<file path="config.mk">
export PLATFORM = sky130hd
export DESIGN_NAME = decimal_list_parser_top
export DESIGN_NICKNAME = d
export VERILOG_FILES = /design/src/dlp_pkg.sv /design/src/dlp_front.sv /design/src/dlp_queue.sv /design/src/dlp_back.sv /design/src/decimal_list_parser_top.sv
export SDC_FILE = /design/constraint.sdc
export NUM_CORES = 1
export LEC_CHECK = 0
export ABC_AREA = 1
export BUFFER_PORTS_ARGS = -buffer_cell sky130_fd_sc_hd__buf_2
export CAP_MARGIN = 20
export CELL_PAD_IN_SITES_DETAIL_PLACEMENT = 1
export CELL_PAD_IN_SITES_GLOBAL_PLACEMENT = 1
export CORE_MARGIN = 2
export CORE_UTILIZATION = 45
export DETAILED_ROUTE_END_ITERATION = 16
export PLACE_DENSITY = 0.87
export SLEW_MARGIN = 20
export SYNTH_ARGS = -nofsm -noshare
export SYNTH_HDL_FRONTEND = slang
export SYNTH_SLANG_ARGS = --single-unit
</file>
<file path="constraint.sdc">
create_clock -name clock -period 10.7 [get_ports clock]
set_clock_uncertainty 0.15 [all_clocks]
set_input_delay 0.535 -clock clock [delete_from_list [all_inputs] [get_ports clock]]
set_output_delay 0.535 -clock clock [all_outputs]
set_load 0.05 [all_outputs]
</file>
<file path="src/dlp_pkg.sv">
// Shared types, constants and the character classifier for the decimal list parser.
`timescale 1ns / 1ps

package dlp_pkg;

   // Sizing of the parser
   localparam int LIST_LENGTH    = 3;
   localparam int MESSAGE_LENGTH = 50;
   localparam int DIGIT_LIMIT    = 9;
   localparam int QUEUE_DEPTH    = 2;

   localparam int BYTE_W   = 8;
   localparam int SCORE_W  = 30;
   localparam int COUNT_W  = 2;
   localparam int OUT_RANKS = 3;
   localparam int CHAR_W   = $clog2(MESSAGE_LENGTH);
   localparam int DIGIT_W  = $clog2(DIGIT_LIMIT + 2);
   localparam int STAGE_W  = $clog2(LIST_LENGTH + 1);
   localparam int QPTR_W   = (QUEUE_DEPTH > 1) ? $clog2(QUEUE_DEPTH) : 1;
   localparam int QCNT_W   = $clog2(QUEUE_DEPTH + 1);
   localparam int PROD_W   = SCORE_W + 4;

   localparam logic [SCORE_W-1:0] NUMBER_CEILING = SCORE_W'((10 ** DIGIT_LIMIT) - 1);
   localparam logic [CHAR_W-1:0]  CHAR_LIMIT     = CHAR_W'(MESSAGE_LENGTH - 1);
   localparam logic [DIGIT_W-1:0] DIGIT_FULL     = DIGIT_W'(DIGIT_LIMIT);
   localparam logic [DIGIT_W-1:0] DIGIT_OVER     = DIGIT_W'(DIGIT_LIMIT + 1);

   // Characters the parser reacts to
   localparam logic [BYTE_W-1:0] CH_TERM   = 8'h5E;  // '^'
   localparam logic [BYTE_W-1:0] CH_ZERO   = 8'h30;  // '0'
   localparam logic [BYTE_W-1:0] CH_NINE   = 8'h39;  // '9'
   localparam logic [BYTE_W-1:0] CH_SPACE  = 8'h20;  // ' '
   localparam logic [BYTE_W-1:0] CH_COMMA  = 8'h2C;  // ','
   localparam logic [BYTE_W-1:0] CH_LBRACK = 8'h5B;  // '['
   localparam logic [BYTE_W-1:0] CH_RBRACK = 8'h5D;  // ']'

   typedef enum logic [1:0] {
      CLS_OTHER = 2'd0,
      CLS_DIGIT = 2'd1,
      CLS_SEP   = 2'd2,
      CLS_TERM  = 2'd3
   } char_class_type;

   // One classified character as it travels from front to back
   typedef struct packed {
      char_class_type cls;
      logic [3:0]     digit;
   } char_item_type;

   function automatic char_item_type classify(input logic [BYTE_W-1:0] ch);
      char_item_type item;
      logic [BYTE_W-1:0] offset;
      offset     = ch - CH_ZERO;
      item.digit = offset[3:0];
      if (ch == CH_TERM) begin
         item.cls = CLS_TERM;
      end else if (ch >= CH_ZERO && ch <= CH_NINE) begin
         item.cls = CLS_DIGIT;
      end else if (ch == CH_SPACE || ch == CH_COMMA || ch == CH_LBRACK || ch == CH_RBRACK) begin
         item.cls = CLS_SEP;
      end else begin
         item.cls = CLS_OTHER;
      end
      return item;
   endfunction

endpackage

</file>
<file path="src/dlp_front.sv">
// Front stage: accepts raw bytes and registers their character class.
`timescale 1ns / 1ps

module dlp_front (
   input  logic                       clock,
   input  logic                       reset,
   input  logic                       req_valid,
   output logic                       req_stall,
   input  logic [dlp_pkg::BYTE_W-1:0] req_rx_byte,
   output logic                       cls_valid,
   input  logic                       cls_stall,
   output dlp_pkg::char_item_type     cls_item
);

   logic                   valid_ff, valid_in;
   dlp_pkg::char_item_type item_ff, item_in;
   logic                   accept;

   // Stage holds one item; it refills as soon as the queue takes the current one
   assign req_stall = valid_ff && cls_stall;
   assign accept    = req_valid && !req_stall;

   always_comb begin
      valid_in = valid_ff;
      item_in  = item_ff;
      if (accept) begin
         valid_in = 1'b1;
         item_in  = dlp_pkg::classify(req_rx_byte);
      end else if (!cls_stall) begin
         valid_in = 1'b0;
      end
   end

   always_ff @(posedge clock) begin
      if (reset) begin
         valid_ff <= 1'b0;
      end else begin
         valid_ff <= valid_in;
      end
      item_ff <= item_in;
   end

   assign cls_valid = valid_ff;
   assign cls_item  = item_ff;

endmodule

</file>
<file path="src/dlp_queue.sv">
// Short FIFO of classified items between the front and back stages.
`timescale 1ns / 1ps

module dlp_queue (
   input  logic                   clock,
   input  logic                   reset,
   input  logic                   wr_valid,
   output logic                   wr_stall,
   input  dlp_pkg::char_item_type wr_item,
   output logic                   rd_valid,
   input  logic                   rd_stall,
   output dlp_pkg::char_item_type rd_item
);

   dlp_pkg::char_item_type            slots_ff [dlp_pkg::QUEUE_DEPTH];
   logic [dlp_pkg::QPTR_W-1:0]        wr_ptr_ff, wr_ptr_in;
   logic [dlp_pkg::QPTR_W-1:0]        rd_ptr_ff, rd_ptr_in;
   logic [dlp_pkg::QCNT_W-1:0]        count_ff, count_in;
   logic                              push, pop;

   localparam logic [dlp_pkg::QPTR_W-1:0] LAST_SLOT = dlp_pkg::QPTR_W'(dlp_pkg::QUEUE_DEPTH - 1);
   localparam logic [dlp_pkg::QCNT_W-1:0] FULL      = dlp_pkg::QCNT_W'(dlp_pkg::QUEUE_DEPTH);

   assign wr_stall = (count_ff == FULL);
   assign rd_valid = (count_ff != '0);
   assign rd_item  = slots_ff[rd_ptr_ff];
   assign push     = wr_valid && !wr_stall;
   assign pop      = rd_valid && !rd_stall;

   // Pointer and fill bookkeeping
   always_comb begin
      wr_ptr_in = wr_ptr_ff;
      rd_ptr_in = rd_ptr_ff;
      count_in  = count_ff;
      if (push) begin
         wr_ptr_in = (wr_ptr_ff == LAST_SLOT) ? '0 : wr_ptr_ff + 1'b1;
      end
      if (pop) begin
         rd_ptr_in = (rd_ptr_ff == LAST_SLOT) ? '0 : rd_ptr_ff + 1'b1;
      end
      if (push && !pop) begin
         count_in = count_ff + 1'b1;
      end else if (pop && !push) begin
         count_in = count_ff - 1'b1;
      end
   end

   always_ff @(posedge clock) begin
      if (reset) begin
         wr_ptr_ff <= '0;
         rd_ptr_ff <= '0;
         count_ff  <= '0;
      end else begin
         wr_ptr_ff <= wr_ptr_in;
         rd_ptr_ff <= rd_ptr_in;
         count_ff  <= count_in;
      end
      if (push) begin
         slots_ff[wr_ptr_ff] <= wr_item;
      end
   end

endmodule

</file>
<file path="src/dlp_back.sv">
// Back stage: number accumulation, staging, publishing and the result register.
`timescale 1ns / 1ps

module dlp_back (
   input  logic                        clock,
   input  logic                        reset,
   input  logic                        cls_valid,
   output logic                        cls_stall,
   input  dlp_pkg::char_item_type      cls_item,
   output logic                        rsp_valid,
   input  logic                        rsp_stall,
   output logic [dlp_pkg::SCORE_W-1:0] rsp_score_first,
   output logic [dlp_pkg::SCORE_W-1:0] rsp_score_second,
   output logic [dlp_pkg::SCORE_W-1:0] rsp_score_third,
   output logic [dlp_pkg::COUNT_W-1:0] rsp_new_count
);

   logic [dlp_pkg::CHAR_W-1:0]  char_count_ff, char_count_in;
   logic [dlp_pkg::SCORE_W-1:0] digit_value_ff, digit_value_in;
   logic [dlp_pkg::DIGIT_W-1:0] digit_count_ff, digit_count_in;
   logic [dlp_pkg::STAGE_W-1:0] staged_count_ff, staged_count_in;
   logic [dlp_pkg::SCORE_W-1:0] staged_ff [dlp_pkg::LIST_LENGTH];
   logic [dlp_pkg::SCORE_W-1:0] staged_in [dlp_pkg::LIST_LENGTH];
   logic [dlp_pkg::SCORE_W-1:0] published_ff [dlp_pkg::LIST_LENGTH];
   logic [dlp_pkg::SCORE_W-1:0] published_in [dlp_pkg::LIST_LENGTH];

   logic                        out_valid_ff, out_valid_in;
   logic [dlp_pkg::SCORE_W-1:0] out_score_ff [dlp_pkg::OUT_RANKS];
   logic [dlp_pkg::SCORE_W-1:0] out_score_in [dlp_pkg::OUT_RANKS];
   logic [dlp_pkg::COUNT_W-1:0] out_count_ff, out_count_in;

   // Pending number committed into the staging list
   logic [dlp_pkg::SCORE_W-1:0] commit_scores [dlp_pkg::LIST_LENGTH];
   logic [dlp_pkg::STAGE_W-1:0] commit_count;
   logic [dlp_pkg::PROD_W-1:0]  times_ten;
   logic [dlp_pkg::SCORE_W-1:0] next_digit_value;
   logic                        take;

   assign cls_stall = out_valid_ff && rsp_stall;
   assign take      = cls_valid && !cls_stall;

   always_comb begin
      commit_count = staged_count_ff;
      for (int i = 0; i < dlp_pkg::LIST_LENGTH; i++) begin
         commit_scores[i] = staged_ff[i];
      end
      if (digit_count_ff != '0 &&
          staged_count_ff < dlp_pkg::STAGE_W'(dlp_pkg::LIST_LENGTH)) begin
         for (int i = 0; i < dlp_pkg::LIST_LENGTH; i++) begin
            if (staged_count_ff == dlp_pkg::STAGE_W'(i)) begin
               commit_scores[i] = digit_value_ff;
            end
         end
         commit_count = staged_count_ff + 1'b1;
      end
   end

   // value * 10 + digit, clamped to the ceiling
   always_comb begin
      times_ten = ({4'b0, digit_value_ff} << 3) + ({4'b0, digit_value_ff} << 1)
                  + dlp_pkg::PROD_W'(cls_item.digit);
      if (times_ten > dlp_pkg::PROD_W'(dlp_pkg::NUMBER_CEILING)) begin
         next_digit_value = dlp_pkg::NUMBER_CEILING;
      end else begin
         next_digit_value = times_ten[dlp_pkg::SCORE_W-1:0];
      end
   end

   // Message state update
   always_comb begin
      char_count_in   = char_count_ff;
      digit_value_in  = digit_value_ff;
      digit_count_in  = digit_count_ff;
      staged_count_in = staged_count_ff;
      staged_in       = staged_ff;
      published_in    = published_ff;
      out_valid_in    = out_valid_ff && rsp_stall;
      out_score_in    = out_score_ff;
      out_count_in    = out_count_ff;

      if (take) begin
         if (cls_item.cls == dlp_pkg::CLS_TERM) begin
            for (int i = 0; i < dlp_pkg::LIST_LENGTH; i++) begin
               if (dlp_pkg::STAGE_W'(i) < commit_count) begin
                  published_in[i] = commit_scores[i];
               end
            end
            for (int i = 0; i < dlp_pkg::OUT_RANKS; i++) begin
               out_score_in[i] = '0;
               if (i < dlp_pkg::LIST_LENGTH) begin
                  out_score_in[i] = published_in[i];
               end
            end
            out_count_in    = dlp_pkg::COUNT_W'(commit_count);
            out_valid_in    = 1'b1;
            char_count_in   = '0;
            digit_value_in  = '0;
            digit_count_in  = '0;
            staged_count_in = '0;
         end else if (char_count_ff >= dlp_pkg::CHAR_LIMIT) begin
            // Overlong message is thrown away
            char_count_in   = '0;
            digit_value_in  = '0;
            digit_count_in  = '0;
            staged_count_in = '0;
         end else begin
            char_count_in = char_count_ff + 1'b1;
            unique case (cls_item.cls)
               dlp_pkg::CLS_DIGIT: begin
                  if (digit_count_ff >= dlp_pkg::DIGIT_FULL) begin
                     digit_value_in = dlp_pkg::NUMBER_CEILING;
                     digit_count_in = dlp_pkg::DIGIT_OVER;
                  end else begin
                     digit_value_in = next_digit_value;
                     digit_count_in = digit_count_ff + 1'b1;
                  end
               end
               dlp_pkg::CLS_SEP: begin
                  staged_in       = commit_scores;
                  staged_count_in = commit_count;
                  digit_value_in  = '0;
                  digit_count_in  = '0;
               end
               default: begin
                  // other characters only count toward the message length
               end
            endcase
         end
      end
   end

   always_ff @(posedge clock) begin
      if (reset) begin
         char_count_ff   <= '0;
         digit_value_ff  <= '0;
         digit_count_ff  <= '0;
         staged_count_ff <= '0;
         out_valid_ff    <= 1'b0;
         for (int i = 0; i < dlp_pkg::LIST_LENGTH; i++) begin
            published_ff[i] <= '0;
         end
      end else begin
         char_count_ff   <= char_count_in;
         digit_value_ff  <= digit_value_in;
         digit_count_ff  <= digit_count_in;
         staged_count_ff <= staged_count_in;
         out_valid_ff    <= out_valid_in;
         published_ff    <= published_in;
      end
      staged_ff    <= staged_in;
      out_score_ff <= out_score_in;
      out_count_ff <= out_count_in;
   end

   assign rsp_valid        = out_valid_ff;
   assign rsp_score_first  = out_score_ff[0];
   assign rsp_score_second = out_score_ff[1];
   assign rsp_score_third  = out_score_ff[2];
   assign rsp_new_count    = out_count_ff;

endmodule

</file>
<file path="src/decimal_list_parser_top.sv">
// Top level of the ASCII decimal list parser.
//
// Usage: received bytes enter on the req_ channel (req_valid, req_stall,
// req_rx_byte), one item per accepted byte. Digits build a number, a space,
// comma or bracket commits it, and '^' ends the message. Each '^' yields one
// item on the rsp_ channel: the three published scores after the first
// numbers of the message replaced the leading ones, and new_count telling
// how many were replaced. Other bytes yield nothing. A message that grows
// past 49 bytes before its '^' is dropped; numbers saturate at 999999999.
// A result appears on rsp_valid once its '^' has passed the front register and a
// queue slot; the result register loads as it leaves the queue.
// Throughput: one byte per cycle, set by the back stage while no result is held
// by rsp_stall; its multiply-by-ten is a shift and add.
// Reset (synchronous, active high) empties the pipeline and clears the
// message state and all published scores to zero.
// While rsp_stall is high the result holds steady; bytes keep flowing into the
// two-entry queue and front register, and req_stall rises once they are full.
`timescale 1ns / 1ps

module decimal_list_parser_top (
   input  logic                        clock,
   input  logic                        reset,
   input  logic                        req_valid,
   output logic                        req_stall,
   input  logic [dlp_pkg::BYTE_W-1:0]  req_rx_byte,
   output logic                        rsp_valid,
   input  logic                        rsp_stall,
   output logic [dlp_pkg::SCORE_W-1:0] rsp_score_first,
   output logic [dlp_pkg::SCORE_W-1:0] rsp_score_second,
   output logic [dlp_pkg::SCORE_W-1:0] rsp_score_third,
   output logic [dlp_pkg::COUNT_W-1:0] rsp_new_count
);

   logic                   front_valid, front_stall;
   dlp_pkg::char_item_type front_item;
   logic                   back_valid, back_stall;
   dlp_pkg::char_item_type back_item;

   dlp_front u_front (
      .clock       (clock),
      .reset       (reset),
      .req_valid   (req_valid),
      .req_stall   (req_stall),
      .req_rx_byte (req_rx_byte),
      .cls_valid   (front_valid),
      .cls_stall   (front_stall),
      .cls_item    (front_item)
   );

   dlp_queue u_queue (
      .clock    (clock),
      .reset    (reset),
      .wr_valid (front_valid),
      .wr_stall (front_stall),
      .wr_item  (front_item),
      .rd_valid (back_valid),
      .rd_stall (back_stall),
      .rd_item  (back_item)
   );

   dlp_back u_back (
      .clock            (clock),
      .reset            (reset),
      .cls_valid        (back_valid),
      .cls_stall        (back_stall),
      .cls_item         (back_item),
      .rsp_valid        (rsp_valid),
      .rsp_stall        (rsp_stall),
      .rsp_score_first  (rsp_score_first),
      .rsp_score_second (rsp_score_second),
      .rsp_score_third  (rsp_score_third),
      .rsp_new_count    (rsp_new_count)
   );

endmodule

</file>
== Word-level counts from Yosys, hierarchy flattened ==
Memories as Yosys holds them, arrays and structs flattened. A register that Yosys moved wholly into a read port is not among the register bits.
Index checks and enable logic that the tools add are counted.
Storage, ports and cells
  register bits after elaboration: 326
  RAM bits: 12
  output and inout port bits: 94
  memories: 1
Memory list
  u_queue.slots_ff: depth 2, bits a word 6, rd ports 1, clocked after memory_dff 1, wr ports 1, line dlp_queue.sv:15  | dlp_pkg::char_item_type slots_ff [dlp_pkg::QUEUE_DEPTH];
Cells by class
  add/subtract/negate cells: 10
  magnitude comparators: 9
  eq/ne operators: 12
  muxes and demuxes: 36
  bitwise gates (word level): 2
  reduce and logical (&&, ||, !) cells: 28
Operators with widths (number)
  $mux 30: 10
  $mux 90: 1
  $pmux 30 s2: 1
  $add 33x31->34: 1
  $add 34x4->34: 1
  $gt 34x30->1 const B: 1
  $eq 8x7->1 const B: 3
  $eq 8x6->1 const B: 2
  $mux 2: 8
  $mux 4: 3
  $mux 6: 2
  $mux 1: 10
  $logic_and 1x1->1: 9
  $eq 2x2->1 const B: 4
  $ge 8x6->1 const B: 1
  $le 8x6->1 const B: 1
  $pmux 4 s2: 1
  $reduce_bool 4->1: 2
  $add 6x1->6 const B: 1
  $ge 6x6->1 const B: 1
  $reduce_and 2->1: 3
  $logic_not 1->1: 5
  $add 2x1->2 const B: 2
  $add 4x1->4 const B: 1
  other kinds (16): 23

== Longest topological paths before layout ==
Gate-level depths: netlist (run 1).
  depth in word-level cells: 8
  gate-level depth with buffers: 26
  depth with buffers taken out: 24

== Modules after synthesis ==
From an unflattened synthesis (run 1), not the netlist that was laid out.
Unflattened totals
  cells, all modules: 2018
  area total of the unflattened synthesis: 17405.4 µm²
Modules (own cells, without submodules)
  dlp_back: instances 1, cells an instance 1921, area each 16383.2 µm²
  dlp_queue: instances 1, cells an instance 57, area each 685.7 µm²
  dlp_front: instances 1, cells an instance 40, area each 336.6 µm²

== Least setup slack after synthesis (run 1) ==
No wires, ideal clock.
  path type: flip-flop to flip-flop
  start point: reg with a tool-made name
  end point: reg u_back.staged_ff[0] (netlist name), enable pin
  library setup time: 0.653 ns
  arrival: 7.503 ns
  required time: 9.897 ns
  slack: 2.394 ns
  stages on the path, launching flop included: 7
  buffers on the path: 1
  period minus slack after synthesis: 8.306 ns
  cells stage by stage: dfxtp_1 > clkbuf_1 > mux2_2 > ha_1 > nor2_1 > inv_1 > nor3_1
RTL lines
  to (signal assigned): line dlp_back.sv:150  | staged_ff <= staged_in;
  to (decl): line dlp_back.sv:22  | logic [dlp_pkg::SCORE_W-1:0] staged_ff [dlp_pkg::LIST_LENGTH];

==> flow_metrics.env, run 1 <==
export IMPL_outcome="completed"
export IMPL_hold_start="req_rx_byte[0]"
export IMPL_h_tree_depth=2
export IMPL_fin_nets=2143
export IMPL_async_reset_ff_share_pct=0
export IMPL_post_cts_buffers=0
export IMPL_antenna_found_initial=1
export IMPL_clock_path_buffers=3
export IMPL_start_util_pct=45.7
export IMPL_viasPerCell=5.43
export IMPL_power_switching_mw=1.99
export IMPL_core_area_sq_um=37700
export IMPL_pwr_share_seq_pct=38.9
export IMPL_max_clock_freq_mhz=220
export IMPL_grt_max_degree=106
export IMPL_hold_class="input port to flip-flop"
export IMPL_p_clk_share_pct=25.5
export IMPL_min_path_cells=1
export IMPL_cts_tree="yes"
export IMPL_ys_flop_type="edfxtp_1"
export IMPL_die_h_um=200
export IMPL_overflow=0
export IMPL_drv_slew=0
export IMPL_rr_endpoint="u_back.digit_value_ff[6]$_SDFFE_PP0P_"
export IMPL_root_buffer="clkbuf_16"
export IMPL_setup_viol=0
export IMPL_ctsHoldBuffers=0
export IMPL_ys_ff_latch=339
export IMPL_grt_setup_unrepaired="no"
export IMPL_numCtsBuffers=36
export IMPL_grt_usage_pct=27.1
export IMPL_fp_dieW_um=200
export IMPL_peakVddDrop_uv=150
export IMPL_arrival_ns=4.83
export IMPL_leakage_nw=8.69
export IMPL_syn_inst=1975
export IMPL_crit_path_start_kind="flip-flop"
export IMPL_swShare_pct=39.8
export IMPL_yosysSeqAreaShare_pct=51.1
export IMPL_final_antenna_net_count=0
export IMPL_ctsResizeCount=0
export IMPL_grt_pass1_vias=15300
export IMPL_rows=71
export IMPL_cap_violations=0
export IMPL_yosys_area_top_type="edfxtp_1"
export IMPL_wirelength_um=53400
export IMPL_syn_nets=2061
export IMPL_dieArea_sq_um=39800
export IMPL_insertion_delay_ns=0.54
export IMPL_firstDrtPassIters=5
export IMPL_grt_pass1_wl_um=83700
export IMPL_clkSinkCount=339
export IMPL_gp_congestion=0.906
export IMPL_min_period_over_period_pct=42.4
export IMPL_portBuffers=105
export IMPL_drcViolationCount=0
export IMPL_io_pins=106
export IMPL_yosysMostFrequentCell="nand2_1"
export IMPL_hold_violations=0
export IMPL_setup_tns_final_ns=0
export IMPL_synth_warnings=0
export IMPL_area_delta_synth_final_pct=12.9
export IMPL_min_to="u_front.cls_item[0]$_DFFE_PP_"
export IMPL_slew_headroom_pct=22.8
export IMPL_comb_power_share_pct=35.7
export IMPL_path_class="flip-flop to flip-flop"
export IMPL_synth_top_cells_by_area="edfxtp_1 35%, dfxtp_1 16%, nand2_1 9.5%"
export IMPL_rrSetupSlack_ns=6.16
export IMPL_dr_total_vias=14100
export IMPL_wl_per_cell_um=20.6
export IMPL_worst_path_max_fanout=30
export IMPL_cp_required_ns=10.99
export IMPL_critPathCaptureType="flip-flop"
export IMPL_layout_drive_gt1_share_pct=15.3
export IMPL_cts_clk_slew_worst_paths_ns=0.06
export IMPL_power_internal_mw=3.00
export IMPL_yosys_top_cells_count="435 x nand2_1, 357 x inv_1, 200 x edfxtp_1"
export IMPL_p_per_area_nw_per_um2=257
export IMPL_pre_cts_ws_ns=6.23
export IMPL_r2r_cells=21
export IMPL_synth_top_area_share_pct=34.9
export IMPL_worst_slew_pin_slew_ns=1.16
export IMPL_synth_edff_count=200
export IMPL_synth_area_sq_um=17200
export IMPL_dr_first_iter_drc_count=916
export IMPL_synth_cell_types=44
export IMPL_finalWorstSetupSlack_ns=6.16
export IMPL_fin_crit_ns=4.54
export IMPL_hpwlAfterDp_um=36400
export IMPL_syn_area_per_cell_sq_um=8.71
==> layout make-up <==
class                      count  area [sq um]
sequential                   339          8790
tap                          511           639
multi-input combinational   1199          6780
clock buffer                  54          1060
inverter                     363          1370
timing repair buffer         118           658
clock inverter                12           128
antenna                        1          2.50
fill                        4442         18200
==> placed cells by master, fill, tap and decap left out, types with 8 or more instances in the layout <==
master	instances
nand2_1	434
inv_1	357
edfxtp_1	200
o21ai_0	183
a21oi_1	156
dfxtp_1	139
buf_2	104
mux2_2	91
nor2_1	76
ha_1	72
nand3_1	66
clkbuf_16	38
nand4_1	20
nand2_2	13
nor2_2	13
buf_4	12
clkbuf_1	11
o21ai_1	10
nor2_4	8
==> power groups by stage <==
stage | clock [mW] | sequential [mW] | combinational, mW
after floorplan | 0 | 2.23 | 0.928
after global placement | 0 | 1.93 | 1.59
after detailed placement | 0 | 1.95 | 1.70
after CTS | 1.28 | 1.94 | 1.75
after global routing | 1.33 | 1.96 | 1.92
final | 1.27 | 1.94 | 1.78
==> per-layer routing <==
metal  vias to the layer above  wire (um)  global-route usage (%)  part of all wire [%]
li1                       6586          -                       -                     -
met1                      7072      22900                    34.2                    43
met2                       349      26800                    48.3                    50
met3                       102       2330                    3.27                   4.4
met4                         0       1450                    8.64                   2.7
met5                         -          0                       0                     0
==> worst max-delay path, stage by stage, from the launching register on <==
cell     delay, ns
dfxtp_1       0.47
mux2_2        0.39
fa_1          0.52
inv_1         0.07
fa_1          0.47
inv_1         0.13
nand2_1       0.06
nand2_1       0.10
nand3_1       0.12
nand2_2       0.14
nand2_2       0.08
nand2_2       0.09
nand2_1       0.07
nand3_1       0.07
nand2_1       0.06
nor2_1        0.09
nand2_1       0.08
nor2_1        0.13
nand3_2       0.53
nand3_1       0.29
nand2_1       0.09
a21oi_1       0.23
==> cell families (layout without fill, tap and decap cells) <==
family	count (synthesis)	after routing	synth area share, %
adders and majority gates	74	74	5.47
buffers and inverters	437	547	9.89
muxes	91	91	5.96
other	0	1	0
AOI/OAI and AO/OA	368	368	11.0
and+or+nand+nor	658	658	16.2
DFF	339	339	51.1
xor gates and xnor gates	8	8	0.407
==> state kept, by name (all words and copies together), names as in the netlist, named ones only <==
register,count
u_back.char_count_ff,6
u_back.digit_count_ff,4
u_back.digit_value_ff,30
u_back.published_ff,90
u_back.rsp_new_count,2
u_back.rsp_score_first,30
u_back.rsp_score_second,30
u_back.rsp_score_third,30
u_back.rsp_valid,1
u_back.staged_count_ff,2
u_back.staged_ff,90
u_front.cls_item,6
u_front.cls_valid,1
u_queue.count_ff,2
u_queue.rd_ptr_ff,1
u_queue.slots_ff,12
u_queue.wr_ptr_ff,1
==> worst max-delay path by stage <==
stage,from,endpoint,cells past startpoint
4_1_cts,flip-flop,u_back.digit_value_ff[6]$_SDFFE_PP0P_,21
2_1_floorplan,flip-flop,u_back.staged_ff[0]$_DFFE_PP_,6
5_1_grt,flip-flop,u_back.digit_value_ff[6]$_SDFFE_PP0P_,21
3_5_place_dp,flip-flop,u_back.digit_value_ff[6]$_SDFFE_PP0P_,21
3_3_place_gp,flip-flop,u_back.digit_value_ff[23]$_SDFFE_PP0P_,21
6_report,flip-flop,u_back.digit_value_ff[6]$_SDFFE_PP0P_,21
==> stage by stage <==
| stage | instance area (sq um) | total power, mW | cells | hold slack, ns | utilization [%] |
|---|---|---|---|---|---|
| 6_report | 19400 | 4.99 | 2597 | 0.0613 | 51.6 |
| 5_1_grt | 19400 | 5.21 | 2596 | 0.0501 | 51.6 |
| 4_1_cts | 19400 | 4.97 | 2594 | 0.0523 | 51.4 |
| 3_5_place_dp | 18200 | 3.65 | 2528 | 0.297 | 48.3 |
| 3_3_place_gp | 18200 | 3.52 | 2528 | 0.287 | 48.3 |
| 2_1_floorplan | 17200 | 3.15 | 1975 | 0.271 | - |
Power figures use the tool's default switching activity.
==> run 2: changes to the inputs <==
==> constraint.sdc (replaced) <==
create_clock -name clock -period 4.3 [get_ports clock]
set_clock_uncertainty 0.15 [all_clocks]
set_input_delay 0.215 -clock clock [delete_from_list [all_inputs] [get_ports clock]]
set_output_delay 0.215 -clock clock [all_outputs]
set_load 0.05 [all_outputs]
==> flow_metrics.env, run 2 (synthesis results as in run 1) <==
export IMPL_design_area_sq_um=19700
export IMPL_crit_path_start_kind="flip-flop"
export IMPL_outcome="completed"
export IMPL_p_per_area_nw_per_um2=645
export IMPL_placed_area_sq_um=18300
export IMPL_worst_path_max_fanout=19
export IMPL_clock_path_buffers=3
export IMPL_r2r_cells=19
export IMPL_rows=71
export IMPL_top_regs="u_back.published_ff x90, u_back.staged_ff x90"
export IMPL_wl_per_cell_um=21.2
export IMPL_fp_dieW_um=200
export IMPL_finalWorstSetupSlack_ns=0.251
export IMPL_path_common_cell="nand2_1"
export IMPL_overflow=0
export IMPL_max_stage_delay_ns=0.53
export IMPL_min_period_over_period_pct=94.2
export IMPL_path_class="flip-flop to flip-flop"
export IMPL_critPathCaptureType="flip-flop"
export IMPL_area_delta_synth_final_pct=14.8
export IMPL_portBuffers=105
export IMPL_cap_violations=0
export IMPL_layout_drive_gt1_share_pct=16.2
export IMPL_fin_nets=2167
export IMPL_drv_slew=0
export IMPL_hold_violations=0
export IMPL_pre_cts_ws_ns=0.0575
export IMPL_core_area_sq_um=37700
export IMPL_setup_viol=0
export IMPL_fin_crit_ns=4.05
export IMPL_clkSinkCount=339
export IMPL_root_buffer="clkbuf_16"
export IMPL_antenna_found_initial=0
export IMPL_peakVddDrop_uv=382
export IMPL_wirelength_um=55500
export IMPL_dr_first_iter_drc_count=925
export IMPL_layout_common_cells="434 x nand2_1, 356 x inv_1, 200 x edfxtp_1, 183 x o21ai_0, 156 x a21oi_1"
export IMPL_dp_cells=2541
export IMPL_cp_cell_sequence="mux2_2, fa_1, inv_1, fa_1, inv_2, nand2_1, nand2_1, and2_1, nand4_1, nand4_1, nand2_1, nor2_1, nand2_1, nor2_1, nand3_4, buf_6, nand3_1, nand2_1, a21oi_1"
export IMPL_grt_pass1_wl_um=85100
export IMPL_drcViolationCount=0
export IMPL_h_tree_depth=2
export IMPL_hold_class="input port to flip-flop"
export IMPL_cp_required_ns=4.60
export IMPL_hpwlAfterDp_um=36000
export IMPL_dr_total_vias=14300
export IMPL_slew_headroom_pct=31.1
export IMPL_cp_slowest_cell="fa_1"
export IMPL_firstDrtPassIters=6
export IMPL_final_common_cell="nand2_1"
export IMPL_leakage_nw=8.86
export IMPL_final_antenna_net_count=0
export IMPL_io_pins=106
export IMPL_hold_start="req_rx_byte[6]"
export IMPL_arrival_ns=4.35
export IMPL_start_util_pct=45.7
export IMPL_grt_pass1_vias=15300
export IMPL_insertion_delay_ns=0.53
export IMPL_dieArea_sq_um=39800
export IMPL_numCtsBuffers=36
export IMPL_viasPerCell=5.45
export IMPL_max_clock_freq_mhz=247
export IMPL_gp_congestion=0.940
export IMPL_fin_cells=2620
export IMPL_die_h_um=200
export IMPL_grt_max_degree=77
export IMPL_antenna_cells_inserted=0
export IMPL_grt_usage_pct=28.0
export IMPL_cts_tree="yes"
export IMPL_cts_clk_slew_worst_paths_ns=0.06
export IMPL_min_path_cells=4
export IMPL_worst_slew_pin_slew_ns=1.03
## run 2: cell types whose count changed in the layout (fill, tap and decap cells not counted), sizes merged
cell | before | now
bufinv | 2 | 6
dlygate4sd3 | 0 | 8
buf | 118 | 133
clkinvlp | 2 | 1
clkbuf | 54 | 49
inv | 365 | 362
clkinv | 6 | 12
diode | 1 | 0
## run 2: metal layers
layer  share of wire, %  track usage (%)
met5                  0                0
met4                3.0             9.49
met3                5.2             4.71
met2                 51             49.8
met1                 41             34.3
## run 2: final timing paths
path / to / slack, ns
worst max-delay path: u_back.digit_value_ff[1]$_SDFFE_PP0P_ / 0.25
worst min-delay path: u_front.cls_item[5]$_SDFFCE_PP1P_ / 0.04
worst max register to register: u_back.digit_value_ff[1]$_SDFFE_PP0P_ / 0.25
worst min register to register: flip-flop / 0.31
## run 2: worst max-delay path: cells and delay by family (launching register included)
family | cells | cell delay [ns]
AOI/OAI and AO/OA | 1 | 0.16
buffers and inverters | 3 | 0.37
adders and majority gates | 2 | 1.00
muxes | 1 | 0.35
and+or+nand+nor | 12 | 1.52
DFF | 1 | 0.40
## run 2: area by class of cell
class,count,area (sq um)
clock buffer,48,1010
multi-input combinational,1199,6800
fill,4416,17900
timing repair buffer,142,885
inverter,363,1370
sequential,339,8790
tap,511,639
clock inverter,18,258
## run 2: timing repair
action / in CTS / in global routing
endpoints found under the setup margin: 2 / 29
hold buffers: 8 / 0
hold endpoints to repair: 8 / 0
gates cloned: 0 / 1
gates resized for setup: 1 / 5
pin swaps: 0 / 3
setup buffers: 0 / 4
## run 2: per-stage QoR
step | hold WS (ns) | TNS, ns | power [mW] | util (%)
after floorplan | 0.164 | 0 | 7.81 | -
after global placement | 0.277 | 0 | 8.84 | 48.6
after detailed placement | 0.289 | 0 | 9.13 | 48.6
after CTS | 0.00987 | 0 | 12.7 | 52.2
after global routing | 0.0456 | -0.0106 | 13.3 | 52.4
final | 0.0424 | 0 | 12.7 | 52.4
## run 2: power breakdown
group          total [mW]  switching [mW]  internal, mW
registers            4.83           0.362          4.47
clock network        3.36            1.33          2.02
logic                4.54            3.31          1.23
